--- src/ssd_pkg.sv ---
// Shared types, constants and register codes of the speech segment detector.
`timescale 1ns / 1ps
package ssd_pkg;

  localparam int WINDOW_LEN_DEF    = 512;
  localparam int POSITION_BITS_DEF = 32;
  localparam int SILENCE_BITS      = 17;
  localparam int CMDQ_DEPTH        = 2;
  localparam int OUTQ_DEPTH        = 4;
  localparam int CFG_IDX_BITS      = 2;

  localparam logic [CFG_IDX_BITS-1:0] REG_SPEECH_THRESHOLD = 2'd0;
  localparam logic [CFG_IDX_BITS-1:0] REG_MIN_SPEECH_LEN   = 2'd1;
  localparam logic [CFG_IDX_BITS-1:0] REG_MIN_SILENCE_LEN  = 2'd2;
  localparam logic [CFG_IDX_BITS-1:0] REG_PAD_LEN          = 2'd3;

  localparam logic [15:0] SPEECH_THRESHOLD_RST = 16'd16384;
  localparam logic [15:0] MIN_SPEECH_LEN_RST   = 16'd4000;
  localparam logic [15:0] MIN_SILENCE_LEN_RST  = 16'd4800;
  localparam logic [15:0] PAD_LEN_RST          = 16'd2400;

  localparam logic OP_WINDOW = 1'b0;
  localparam logic OP_END    = 1'b1;

  typedef struct packed {
    logic [15:0] speech_threshold;
    logic [15:0] min_speech_len;
    logic [15:0] min_silence_len;
    logic [15:0] pad_len;
  } ssd_cfg_t;

  typedef struct packed {
    logic offer;
    logic last;
  } ssd_cmd_flags_t;

  typedef struct packed {
    logic [31:0] segment_start;
    logic [31:0] segment_end;
    logic        has_segment;
    logic        stream_done;
  } ssd_result_t;

endpackage

--- src/ssd_queue.sv ---
// Small register queue with up to two writes and one read per cycle.
`timescale 1ns / 1ps
module ssd_queue #(
  parameter int WIDTH = 8,
  parameter int DEPTH = 2
) (
  input  logic                       clk,
  input  logic                       rst_n,
  input  logic                       wr_en0,
  input  logic [WIDTH-1:0]           wr_data0,
  input  logic                       wr_en1,
  input  logic [WIDTH-1:0]           wr_data1,
  input  logic                       rd_en,
  output logic [WIDTH-1:0]           rd_data,
  output logic [$clog2(DEPTH):0]     count
);
  localparam int AW = $clog2(DEPTH);

  logic [WIDTH-1:0] mem_r [DEPTH];
  logic [AW-1:0]    head_r, head_nxt;
  logic [AW-1:0]    tail_r, tail_nxt;
  logic [AW:0]      count_r, count_nxt;
  logic [AW-1:0]    tail_plus1;

  assign tail_plus1 = tail_r + AW'(1);
  assign head_nxt   = head_r + AW'(rd_en);
  assign tail_nxt   = tail_r + AW'(wr_en0) + AW'(wr_en1);
  assign count_nxt  = count_r + (AW+1)'(wr_en0) + (AW+1)'(wr_en1) - (AW+1)'(rd_en);
  assign rd_data    = mem_r[head_r];
  assign count      = count_r;

  always_ff @(posedge clk) begin
    if (!rst_n) begin
      head_r  <= '0;
      tail_r  <= '0;
      count_r <= '0;
    end else begin
      head_r  <= head_nxt;
      tail_r  <= tail_nxt;
      count_r <= count_nxt;
    end
  end

  always_ff @(posedge clk) begin
    if (wr_en0) begin
      mem_r[tail_r] <= wr_data0;
    end
    if (wr_en1) begin
      mem_r[tail_plus1] <= wr_data1;
    end
  end

endmodule

--- src/ssd_front.sv ---
// Front end: window classification, speech tracking and segment close commands.
`timescale 1ns / 1ps
module ssd_front #(
  parameter int WINDOW_LEN    = ssd_pkg::WINDOW_LEN_DEF,
  parameter int POSITION_BITS = ssd_pkg::POSITION_BITS_DEF
) (
  input  logic                         clk,
  input  logic                         rst_n,
  input  ssd_pkg::ssd_cfg_t            cfg,
  input  logic                         accept,
  input  logic                         operation,
  input  logic [15:0]                  speech_prob,
  input  logic [31:0]                  total_samples,
  output logic                         cmd_push,
  output ssd_pkg::ssd_cmd_flags_t      cmd_flags,
  output logic [POSITION_BITS-1:0]     cmd_start,
  output logic [POSITION_BITS-1:0]     cmd_stop
);
  import ssd_pkg::*;

  localparam int PB = POSITION_BITS;
  localparam int SW = (PB > SILENCE_BITS) ? PB : SILENCE_BITS;
  localparam int NW = (PB > 32) ? PB : 32;
  localparam logic [PB-1:0] PMAX = '1;

  logic [PB-1:0]           pos_r, pos_nxt;
  logic                    in_speech_r, in_speech_nxt;
  logic [PB-1:0]           open_start_r, open_start_nxt;
  logic [SILENCE_BITS-1:0] silence_r, silence_nxt;

  logic [PB:0]             pos_sum;
  logic [PB-1:0]           pos_inc;
  logic [SILENCE_BITS-1:0] sil_inc;
  logic                    speech_win;
  logic                    close_seg;
  logic [SW-1:0]           close_a;
  logic [SW-1:0]           close_b;
  logic [PB-1:0]           close_stop;
  logic [PB-1:0]           len_clip;

  assign pos_sum    = {1'b0, pos_r} + (PB+1)'(WINDOW_LEN);
  assign pos_inc    = pos_sum[PB] ? PMAX : pos_sum[PB-1:0];
  assign sil_inc    = silence_r + SILENCE_BITS'(WINDOW_LEN);
  assign speech_win = speech_prob >= cfg.speech_threshold;
  assign close_seg  = in_speech_r && !speech_win &&
                      (sil_inc >= SILENCE_BITS'(cfg.min_silence_len));
  assign close_a    = SW'(pos_inc);
  assign close_b    = SW'(sil_inc);
  assign close_stop = (close_a > close_b) ? PB'(close_a - close_b) : '0;
  assign len_clip   = (NW'(total_samples) > NW'(PMAX)) ? PMAX : PB'(total_samples);

  always_comb begin
    pos_nxt         = pos_r;
    in_speech_nxt   = in_speech_r;
    open_start_nxt  = open_start_r;
    silence_nxt     = silence_r;
    cmd_push        = 1'b0;
    cmd_flags.offer = 1'b0;
    cmd_flags.last  = 1'b0;
    cmd_start       = open_start_r;
    cmd_stop        = close_stop;
    if (accept) begin
      if (operation == OP_END) begin
        cmd_push        = 1'b1;
        cmd_flags.offer = in_speech_r;
        cmd_flags.last  = 1'b1;
        cmd_stop        = len_clip;
        pos_nxt         = '0;
        in_speech_nxt   = 1'b0;
        open_start_nxt  = '0;
        silence_nxt     = '0;
      end else begin
        pos_nxt = pos_inc;
        if (speech_win) begin
          if (!in_speech_r) begin
            in_speech_nxt  = 1'b1;
            open_start_nxt = pos_r;
          end
          silence_nxt = '0;
        end else if (in_speech_r) begin
          if (close_seg) begin
            cmd_push        = 1'b1;
            cmd_flags.offer = 1'b1;
            in_speech_nxt   = 1'b0;
            silence_nxt     = '0;
          end else begin
            silence_nxt = sil_inc;
          end
        end
      end
    end
  end

  always_ff @(posedge clk) begin
    if (!rst_n) begin
      pos_r        <= '0;
      in_speech_r  <= 1'b0;
      open_start_r <= '0;
      silence_r    <= '0;
    end else begin
      pos_r        <= pos_nxt;
      in_speech_r  <= in_speech_nxt;
      open_start_r <= open_start_nxt;
      silence_r    <= silence_nxt;
    end
  end

endmodule

--- src/ssd_back.sv ---
// Back end: length check, padding, merging with the held segment and flushing.
`timescale 1ns / 1ps
module ssd_back #(
  parameter int POSITION_BITS = ssd_pkg::POSITION_BITS_DEF
) (
  input  logic                         clk,
  input  logic                         rst_n,
  input  ssd_pkg::ssd_cfg_t            cfg,
  input  logic                         cmd_valid,
  input  ssd_pkg::ssd_cmd_flags_t      cmd_flags,
  input  logic [POSITION_BITS-1:0]     cmd_start,
  input  logic [POSITION_BITS-1:0]     cmd_stop,
  output logic                         cmd_pop,
  input  logic                         res_room,
  output logic                         res_wr0,
  output logic                         res_wr1,
  output ssd_pkg::ssd_result_t         res_data0,
  output ssd_pkg::ssd_result_t         res_data1
);
  import ssd_pkg::*;

  localparam int PB = POSITION_BITS;
  localparam logic [PB-1:0] PMAX = '1;

  logic          held_valid_r, held_valid_nxt;
  logic [PB-1:0] held_start_r, held_start_nxt;
  logic [PB-1:0] held_end_r, held_end_nxt;

  logic          fire;
  logic          keep;
  logic [PB-1:0] pad_w;
  logic [PB:0]   pad_sum;
  logic [PB-1:0] pad_start;
  logic [PB-1:0] pad_stop;
  logic          merge;
  logic          emit_old;
  logic          hv_o;
  logic [PB-1:0] hs_o;
  logic [PB-1:0] he_o;
  logic [PB-1:0] clip_stop;
  logic [PB-1:0] clip_start;
  ssd_result_t   old_res;
  ssd_result_t   flush_res;

  assign fire    = cmd_valid && res_room;
  assign cmd_pop = fire;

  assign pad_w     = PB'(cfg.pad_len);
  assign keep      = cmd_flags.offer && (cmd_stop > cmd_start) &&
                     ((cmd_stop - cmd_start) >= PB'(cfg.min_speech_len));
  assign pad_sum   = {1'b0, cmd_stop} + (PB+1)'(cfg.pad_len);
  assign pad_stop  = pad_sum[PB] ? PMAX : pad_sum[PB-1:0];
  assign pad_start = (cmd_start > pad_w) ? (cmd_start - pad_w) : '0;
  assign merge     = held_valid_r && (pad_start <= held_end_r);

  always_comb begin
    hv_o     = held_valid_r;
    hs_o     = held_start_r;
    he_o     = held_end_r;
    emit_old = 1'b0;
    if (keep) begin
      if (merge) begin
        he_o = (pad_stop > held_end_r) ? pad_stop : held_end_r;
      end else begin
        emit_old = held_valid_r;
        hv_o     = 1'b1;
        hs_o     = pad_start;
        he_o     = pad_stop;
      end
    end
  end

  assign clip_stop  = (he_o < cmd_stop) ? he_o : cmd_stop;
  assign clip_start = (hs_o < clip_stop) ? hs_o : clip_stop;

  always_comb begin
    old_res.segment_start = 32'(held_start_r);
    old_res.segment_end   = 32'(held_end_r);
    old_res.has_segment   = 1'b1;
    old_res.stream_done   = 1'b0;
    flush_res.stream_done = 1'b1;
    if (hv_o) begin
      flush_res.segment_start = 32'(clip_start);
      flush_res.segment_end   = 32'(clip_stop);
      flush_res.has_segment   = 1'b1;
    end else begin
      flush_res.segment_start = '0;
      flush_res.segment_end   = '0;
      flush_res.has_segment   = 1'b0;
    end
  end

  always_comb begin
    res_wr0        = fire && (emit_old || cmd_flags.last);
    res_wr1        = fire && emit_old && cmd_flags.last;
    res_data0      = emit_old ? old_res : flush_res;
    res_data1      = flush_res;
    held_valid_nxt = held_valid_r;
    held_start_nxt = held_start_r;
    held_end_nxt   = held_end_r;
    if (fire) begin
      if (cmd_flags.last) begin
        held_valid_nxt = 1'b0;
        held_start_nxt = '0;
        held_end_nxt   = '0;
      end else begin
        held_valid_nxt = hv_o;
        held_start_nxt = hs_o;
        held_end_nxt   = he_o;
      end
    end
  end

  always_ff @(posedge clk) begin
    if (!rst_n) begin
      held_valid_r <= 1'b0;
      held_start_r <= '0;
      held_end_r   <= '0;
    end else begin
      held_valid_r <= held_valid_nxt;
      held_start_r <= held_start_nxt;
      held_end_r   <= held_end_nxt;
    end
  end

endmodule

--- src/speech_segment_detector_unit.sv ---
// Top level of the speech segment detector: configuration registers, queues and both ends.
//
// The input channel takes one request per window (operation 0, with its speech
// probability) or an end-of-stream request (operation 1, with total_samples).
// A request is taken when in_push is high and in_full is low. Results come out
// of a queue: while out_empty is low the oldest segment is on the out_ ports and
// out_pop takes it. An end request always yields a result with stream_done set.
// Configuration is written through cfg_wr_en, cfg_index and cfg_wdata; the user
// must write it only while the block is idle, which the block does not enforce.
// One request is taken every cycle while in_full is low. The front end tracks
// speech and silence and writes any command it makes into the command queue at
// the edge that takes its request; the back end, which pads, merges and flushes
// segments, pops commands from that queue and writes its results to the result queue.
// A two-entry command queue separates the two ends, and a four-entry result
// queue holds results while the receiver stalls; once it holds more than two
// results the back end stops, the command queue fills and in_full rises.
// Synchronous reset clears both queues, the detection state and loads the
// default register values.
`timescale 1ns / 1ps
module speech_segment_detector_unit #(
  parameter int WINDOW_LEN    = ssd_pkg::WINDOW_LEN_DEF,
  parameter int POSITION_BITS = ssd_pkg::POSITION_BITS_DEF
) (
  input  logic                              clk,
  input  logic                              rst_n,
  input  logic                              in_push,
  output logic                              in_full,
  input  logic                              in_operation,
  input  logic [15:0]                       in_speech_prob,
  input  logic [31:0]                       in_total_samples,
  output logic                              out_empty,
  input  logic                              out_pop,
  output logic [31:0]                       out_segment_start,
  output logic [31:0]                       out_segment_end,
  output logic                              out_has_segment,
  output logic                              out_stream_done,
  input  logic                              cfg_wr_en,
  input  logic [ssd_pkg::CFG_IDX_BITS-1:0]  cfg_index,
  input  logic [15:0]                       cfg_wdata
);
  import ssd_pkg::*;

  localparam int PB  = POSITION_BITS;
  localparam int CQW = $bits(ssd_cmd_flags_t) + 2 * PB;
  localparam int RQW = $bits(ssd_result_t);
  localparam int CAW = $clog2(CMDQ_DEPTH);
  localparam int RAW = $clog2(OUTQ_DEPTH);

  ssd_cfg_t cfg_r, cfg_nxt;

  logic                 accept;
  logic                 fc_push;
  ssd_cmd_flags_t       fc_flags;
  logic [PB-1:0]        fc_start;
  logic [PB-1:0]        fc_stop;

  logic [CQW-1:0]       cq_rd_data;
  logic [CAW:0]         cq_count;
  ssd_cmd_flags_t       cq_flags;
  logic [PB-1:0]        cq_start;
  logic [PB-1:0]        cq_stop;
  logic                 cq_pop;

  logic [RAW:0]         rq_count;
  logic                 rq_room;
  logic                 rq_pop;
  logic                 rs_wr0;
  logic                 rs_wr1;
  ssd_result_t          rs_data0;
  ssd_result_t          rs_data1;
  ssd_result_t          rq_rd_data;

  always_comb begin
    cfg_nxt = cfg_r;
    if (cfg_wr_en) begin
      unique case (cfg_index)
        REG_SPEECH_THRESHOLD: cfg_nxt.speech_threshold = cfg_wdata;
        REG_MIN_SPEECH_LEN:   cfg_nxt.min_speech_len   = cfg_wdata;
        REG_MIN_SILENCE_LEN:  cfg_nxt.min_silence_len  = cfg_wdata;
        REG_PAD_LEN:          cfg_nxt.pad_len          = cfg_wdata;
        default:              cfg_nxt = cfg_r;
      endcase
    end
  end

  always_ff @(posedge clk) begin
    if (!rst_n) begin
      cfg_r.speech_threshold <= SPEECH_THRESHOLD_RST;
      cfg_r.min_speech_len   <= MIN_SPEECH_LEN_RST;
      cfg_r.min_silence_len  <= MIN_SILENCE_LEN_RST;
      cfg_r.pad_len          <= PAD_LEN_RST;
    end else begin
      cfg_r <= cfg_nxt;
    end
  end

  assign in_full = (cq_count == (CAW+1)'(CMDQ_DEPTH));
  assign accept  = in_push && !in_full;

  ssd_front #(
    .WINDOW_LEN    (WINDOW_LEN),
    .POSITION_BITS (POSITION_BITS)
  ) u_front (
    .clk           (clk),
    .rst_n         (rst_n),
    .cfg           (cfg_r),
    .accept        (accept),
    .operation     (in_operation),
    .speech_prob   (in_speech_prob),
    .total_samples (in_total_samples),
    .cmd_push      (fc_push),
    .cmd_flags     (fc_flags),
    .cmd_start     (fc_start),
    .cmd_stop      (fc_stop)
  );

  ssd_queue #(
    .WIDTH (CQW),
    .DEPTH (CMDQ_DEPTH)
  ) u_cmd_queue (
    .clk      (clk),
    .rst_n    (rst_n),
    .wr_en0   (fc_push),
    .wr_data0 ({fc_flags, fc_start, fc_stop}),
    .wr_en1   (1'b0),
    .wr_data1 ('0),
    .rd_en    (cq_pop),
    .rd_data  (cq_rd_data),
    .count    (cq_count)
  );

  assign {cq_flags, cq_start, cq_stop} = cq_rd_data;
  assign rq_room = (rq_count <= (RAW+1)'(OUTQ_DEPTH - 2));

  ssd_back #(
    .POSITION_BITS (POSITION_BITS)
  ) u_back (
    .clk       (clk),
    .rst_n     (rst_n),
    .cfg       (cfg_r),
    .cmd_valid (cq_count != '0),
    .cmd_flags (cq_flags),
    .cmd_start (cq_start),
    .cmd_stop  (cq_stop),
    .cmd_pop   (cq_pop),
    .res_room  (rq_room),
    .res_wr0   (rs_wr0),
    .res_wr1   (rs_wr1),
    .res_data0 (rs_data0),
    .res_data1 (rs_data1)
  );

  ssd_queue #(
    .WIDTH (RQW),
    .DEPTH (OUTQ_DEPTH)
  ) u_res_queue (
    .clk      (clk),
    .rst_n    (rst_n),
    .wr_en0   (rs_wr0),
    .wr_data0 (rs_data0),
    .wr_en1   (rs_wr1),
    .wr_data1 (rs_data1),
    .rd_en    (rq_pop),
    .rd_data  (rq_rd_data),
    .count    (rq_count)
  );

  assign out_empty         = (rq_count == '0);
  assign rq_pop            = out_pop && !out_empty;
  assign out_segment_start = rq_rd_data.segment_start;
  assign out_segment_end   = rq_rd_data.segment_end;
  assign out_has_segment   = rq_rd_data.has_segment;
  assign out_stream_done   = rq_rd_data.stream_done;

endmodule
--- config.mk ---
export PLATFORM = sky130hd
export DESIGN_NAME = speech_segment_detector_unit
export DESIGN_NICKNAME = d
export VERILOG_FILES = /design/src/ssd_pkg.sv /design/src/ssd_queue.sv /design/src/ssd_front.sv /design/src/ssd_back.sv /design/src/speech_segment_detector_unit.sv
export SDC_FILE = /design/constraint.sdc
export NUM_CORES = 2
export LEC_CHECK = 0
export BUFFER_PORTS_ARGS = -buffer_cell sky130_fd_sc_hd__buf_2
export CAP_MARGIN = 25
export CORE_MARGIN = 3
export CORE_UTILIZATION = 30
export CTS_CLUSTER_SIZE = 10
export DETAILED_ROUTE_END_ITERATION = 12
export SLEW_MARGIN = 20
export SYNTH_ARGS = -nofsm -noshare
export SYNTH_HDL_FRONTEND = slang
export SYNTH_SLANG_ARGS = --single-unit
--- constraint.sdc ---
create_clock -name clk -period 42.1 [get_ports clk]
set_input_delay 0 -clock clk [delete_from_list [all_inputs] [get_ports clk]]
set_output_delay 0 -clock clk [all_outputs]
set_load 0.03 [all_outputs]
==> metrics.md <==
| Metric | Value |
|---|---|
| Sequential group share of total power | `roughly 28%` |
| Dominant cells by area after synthesis | `edfxtp_1 (32%), dfxtp_1 (12%), ha_1 (8.4%)` |
| Routed len/inst | `roughly 22 µm` |
| Reg2reg path depth | `50` |
| I/O pin cnt | `between 100 and 150` |
| CP Data Required Time | `between 40 and 50 ns` |
| Number of buffers added on ports | `139` |
| Die footprint | `roughly 0.13 mm²` |
| GRT Overall Usage | `between 10% and 20%` |
| Root buf cell | `clkbuf_16` |
| CP endpoint kind | `flop` |
| Worst path slowest cell | `o221ai_4` |
| Max stage delay on crit path | `0.78 ns` |
| DP Wirelength | `slightly below 90,000 µm` |
| Sw power | `1.10 mW` |
| Maximum capacitance violations | `0` |
| Setup TNS | `0 ns` |
| WS Path Type | `flop to flop` |
| Post-route DRC | `0` |
| Site Rows | `128` |
| CTS buffer count | `75` |
| Worst setup SP type | `flop` |
| Final Hold Fails | `0` |
| Final setup fails | `0` |
| CP Max Fanout | `32` |
| Post-synth cell types | `85` |
| Total gr overflow | `0` |
| Relative slew slack | `around 27%` |
| Via-to-Cell Ratio | `5.43` |
| Clk_lat worst skew | `~0.63 ns` |
| CTS tree | `done` |
| Initial antenna violation count | `2` |
| Mean Syn Cell Area | `a little under 10 µm²` |
| H-Tree Depth | `3` |
| Maximum vdd drop | `0.0000429 V` |
| Total power | `2.57 mW` |
| Run status | `finished clean` |
| Slew at the pin with the worst max-slew slack | `between 1 and 1.5 ns` |
| Vias | `about 30,000` |
| First-pass DRT Iterations | `6` |
| Clock Skews | `around 0.025 ns` |
| Logic pwr share | `between 40% and 50%` |
| Vias in the first global route | `28,500` |
| Ys flop type | `edfxtp_1` |
| Synth async-reset ratio | `0%` |
| Fill cells | `between 10,000 and 15,000` |
| Largest net degree at the start of global routing | `approximately 100` |
| CTS Buffer Depth | `3` |
| Post-synth EDFFs | `392` |
| Finished Core Util | `34.8%` |
| Register area share after synthesis | `a little over two fifths` |
| Post-synthesis sequential element count | `between 600 and 700` |
| NumNets Final | `4,247` |
| Antenna Nets Post-Route | `0` |
| Pwr Density | `60.4 mW/mm²` |
| Layout cells sized above 1 | `between 10% and 20%` |
| Most Frequent Cell on Critical Path | `a21o_1` |
| Final worst path period share | `a little under two fifths` |
| Net count after synthesis | `between 4,000 and 5,000` |
| Iteration-0 DRC Markers | `roughly 3,300` |
| Cells on Worst Hold Path | `4` |
| CTS sink cnt | `610` |
| Hold crit path type | `input pin to flop` |
| Die Span Y | `around 360 µm` |
| Placed cell areas | `around 0.039 mm²` |
| Switching part of the total | `between 40% and 50%` |
| Clock share of power | `a little under a quarter` |
| Final Cell Area | `between 0.04 and 0.05 mm²` |
| Routed Wire Length | `about 120,000 µm` |
| Unrepaired setup endpoints after global routing | `false` |
| DIE WIDTH | `357 µm` |
| Core footprint | `0.122 mm²` |
| Initial core utilization | `between 30% and 40%` |
| Clock transition at path regs | `around 0.060 ns` |
| Cell taking the most area after synthesis | `edfxtp_1` |
| Routability cong. | `~0.94` |
| Top cell type's share of synthesized area | `between 30% and 40%` |
| Final Max Tran Viols | `0` |
| CTS resizes | `0` |
| Synthesized instance count | `approximately 3,800` |
| Synth warn | `0` |
| P_leak | `15.4 nW` |
| Fin crit period | `around 16 ns` |
| Synth Cell Area | `0.0370 mm²` |
| Worst EP arrival | `15.97 ns` |
| Area delta synth->final | `14.9%` |
| First-pass GRT wire length | `between 150,000 and 200,000 µm` |
| Fmax | `between 60 and 70 MHz` |
| Cell-internal power | `between 1 and 1.5 mW` |
-- metal layers --
metal | vias to the layer above | global-route usage, % | wire [µm]
met5 | - | 0 | 27
met2 | 1366 | 28.6 | 53700
li1 | 14200 | - | -
met4 | 4 | 4.31 | 2550
met3 | 155 | 3.53 | 10600
met1 | 14800 | 26.8 | 54900
-- logic make-up after synthesis --
group	share of synthesized area (%)
other	0.0203
buffers and inverters	4.19
XOR/XNOR	2.61
AO/OA/AOI/OAI	16.6
flip-flops	43.6
AND/OR/NAND/NOR	15.3
adder cells (fa/ha/maj)	8.72
multiplexers	8.91
-- worst paths after layout --
check | to | startpoint | slack [ns]
hold / removal | u_res_queue.head_r[0] | out_pop | 0.07
setup reg to reg | u_res_queue.mem_r[1][65] | flop | 26.56
setup / recovery | u_res_queue.mem_r[1][65] | flop | 26.56
hold reg to reg | u_cmd_queue.mem_r[0][42] | u_front.cmd_start[10] | 0.46
-- power by group through the flow --
stage / registers, mW / clock network [mW] / logic [mW]
after detailed placement: 0.733 / 0 / 1.21
after CTS: 0.721 / 0.623 / 1.22
after floorplan: 0.710 / 0 / 0.844
after global routing: 0.725 / 0.647 / 1.34
final: 0.721 / 0.611 / 1.23
after global placement: 0.731 / 0 / 1.20
-- layout make-up --
type | instances | area (µm²) | area share [%]
multi-input combinational | 2769 | 19400 | 45.8
sequential | 610 | 16100 | 38.0
clock buffer | 124 | 2190 | 5.15
tap | 1625 | 2030 | 4.79
timing repair buffer | 243 | 1700 | 4.01
inverter | 222 | 833 | 1.96
clock inverter | 13 | 125 | 0.295
antenna | 1 | 2.50 | 0.00589
-- synth_stat cells, types with 15 or more instances --
library cell,n
a21boi_0,58
nand3_1,59
inv_1,219
buf_2,20
mux2_2,69
nor4_1,23
nand2_1,575
nor3_1,58
and3_1,21
ha_1,248
mux4_2,66
a21o_1,56
o21ai_0,304
dfxtp_1,218
xnor2_1,66
a31oi_1,18
o221ai_1,75
nand2b_1,41
o21a_1,23
xor2_1,44
o211ai_1,28
nand4_1,46
edfxtp_1,392
a22oi_1,63
and2_1,52
clkbuf_1,146
mux2i_1,103
nor2_1,201
a21oi_1,164
a211oi_1,15
nor2b_1,79
a22o_1,43
-- layout by cell type, fill, tap and decap left out, drive strengths merged, types with 57 or more instances in the layout --
master | Yosys | final
nand2 | 579 | 579
edfxtp | 392 | 392
o21ai | 306 | 306
ha | 248 | 248
inv | 219 | 222
dfxtp | 218 | 218
nor2 | 203 | 203
buf | 35 | 185
a21oi | 164 | 164
clkbuf | 146 | 125
mux2i | 103 | 103
nor2b | 79 | 79
o221ai | 76 | 76
mux2 | 69 | 69
xnor2 | 66 | 66
mux4 | 66 | 66
a22oi | 63 | 63
nor3 | 60 | 60
nand3 | 59 | 59
a21boi | 58 | 58
dlygate4sd3 | 0 | 57
and2 | 57 | 57
-- flip-flops by register name, indices dropped and copies added, names as in the netlist, 2 cells and up, named ones only --
signal and cells:
u_front.cmd_start 32, u_res_queue.tail_r 2, u_front.silence_r 8, u_res_queue.count 3, u_res_queue.mem_r 264, cfg_r 64
u_back.held_end_r 32, u_cmd_queue.mem_r 132, u_res_queue.head_r 2, u_front.pos_r 32, u_back.held_start_r 32, u_cmd_queue.count 2
-- metrics by stage --
stage,hold WS [ns],cells,setup slack [ns]
floorplan,0.124,3782,27.80
global placement,0.310,5401,26.97
detailed placement,0.317,5406,26.84
CTS,0.0175,5600,26.79
global route,0.0480,5606,25.71
finish,0.0689,5607,26.56
-- worst max-delay path: cells and delay by family (launching register included) --
| kind | cells | cell delay (ns) |
|---|---|---|
| DFF | 1 | 0.67 |
| AOI/OAI and AO/OA | 28 | 7.73 |
| muxes | 3 | 1.27 |
| buffers and inverters | 4 | 1.27 |
| and+or+nand+nor | 11 | 2.79 |
| adders and majority gates | 4 | 1.50 |
-- what timing repair did --
action / 4_1_cts / 5_1_grt
hold endpoints to repair: 134 / 0
hold buffers: 57 / 0
setup buffers: 0 / 0
Power figures use the tool's default switching activity.
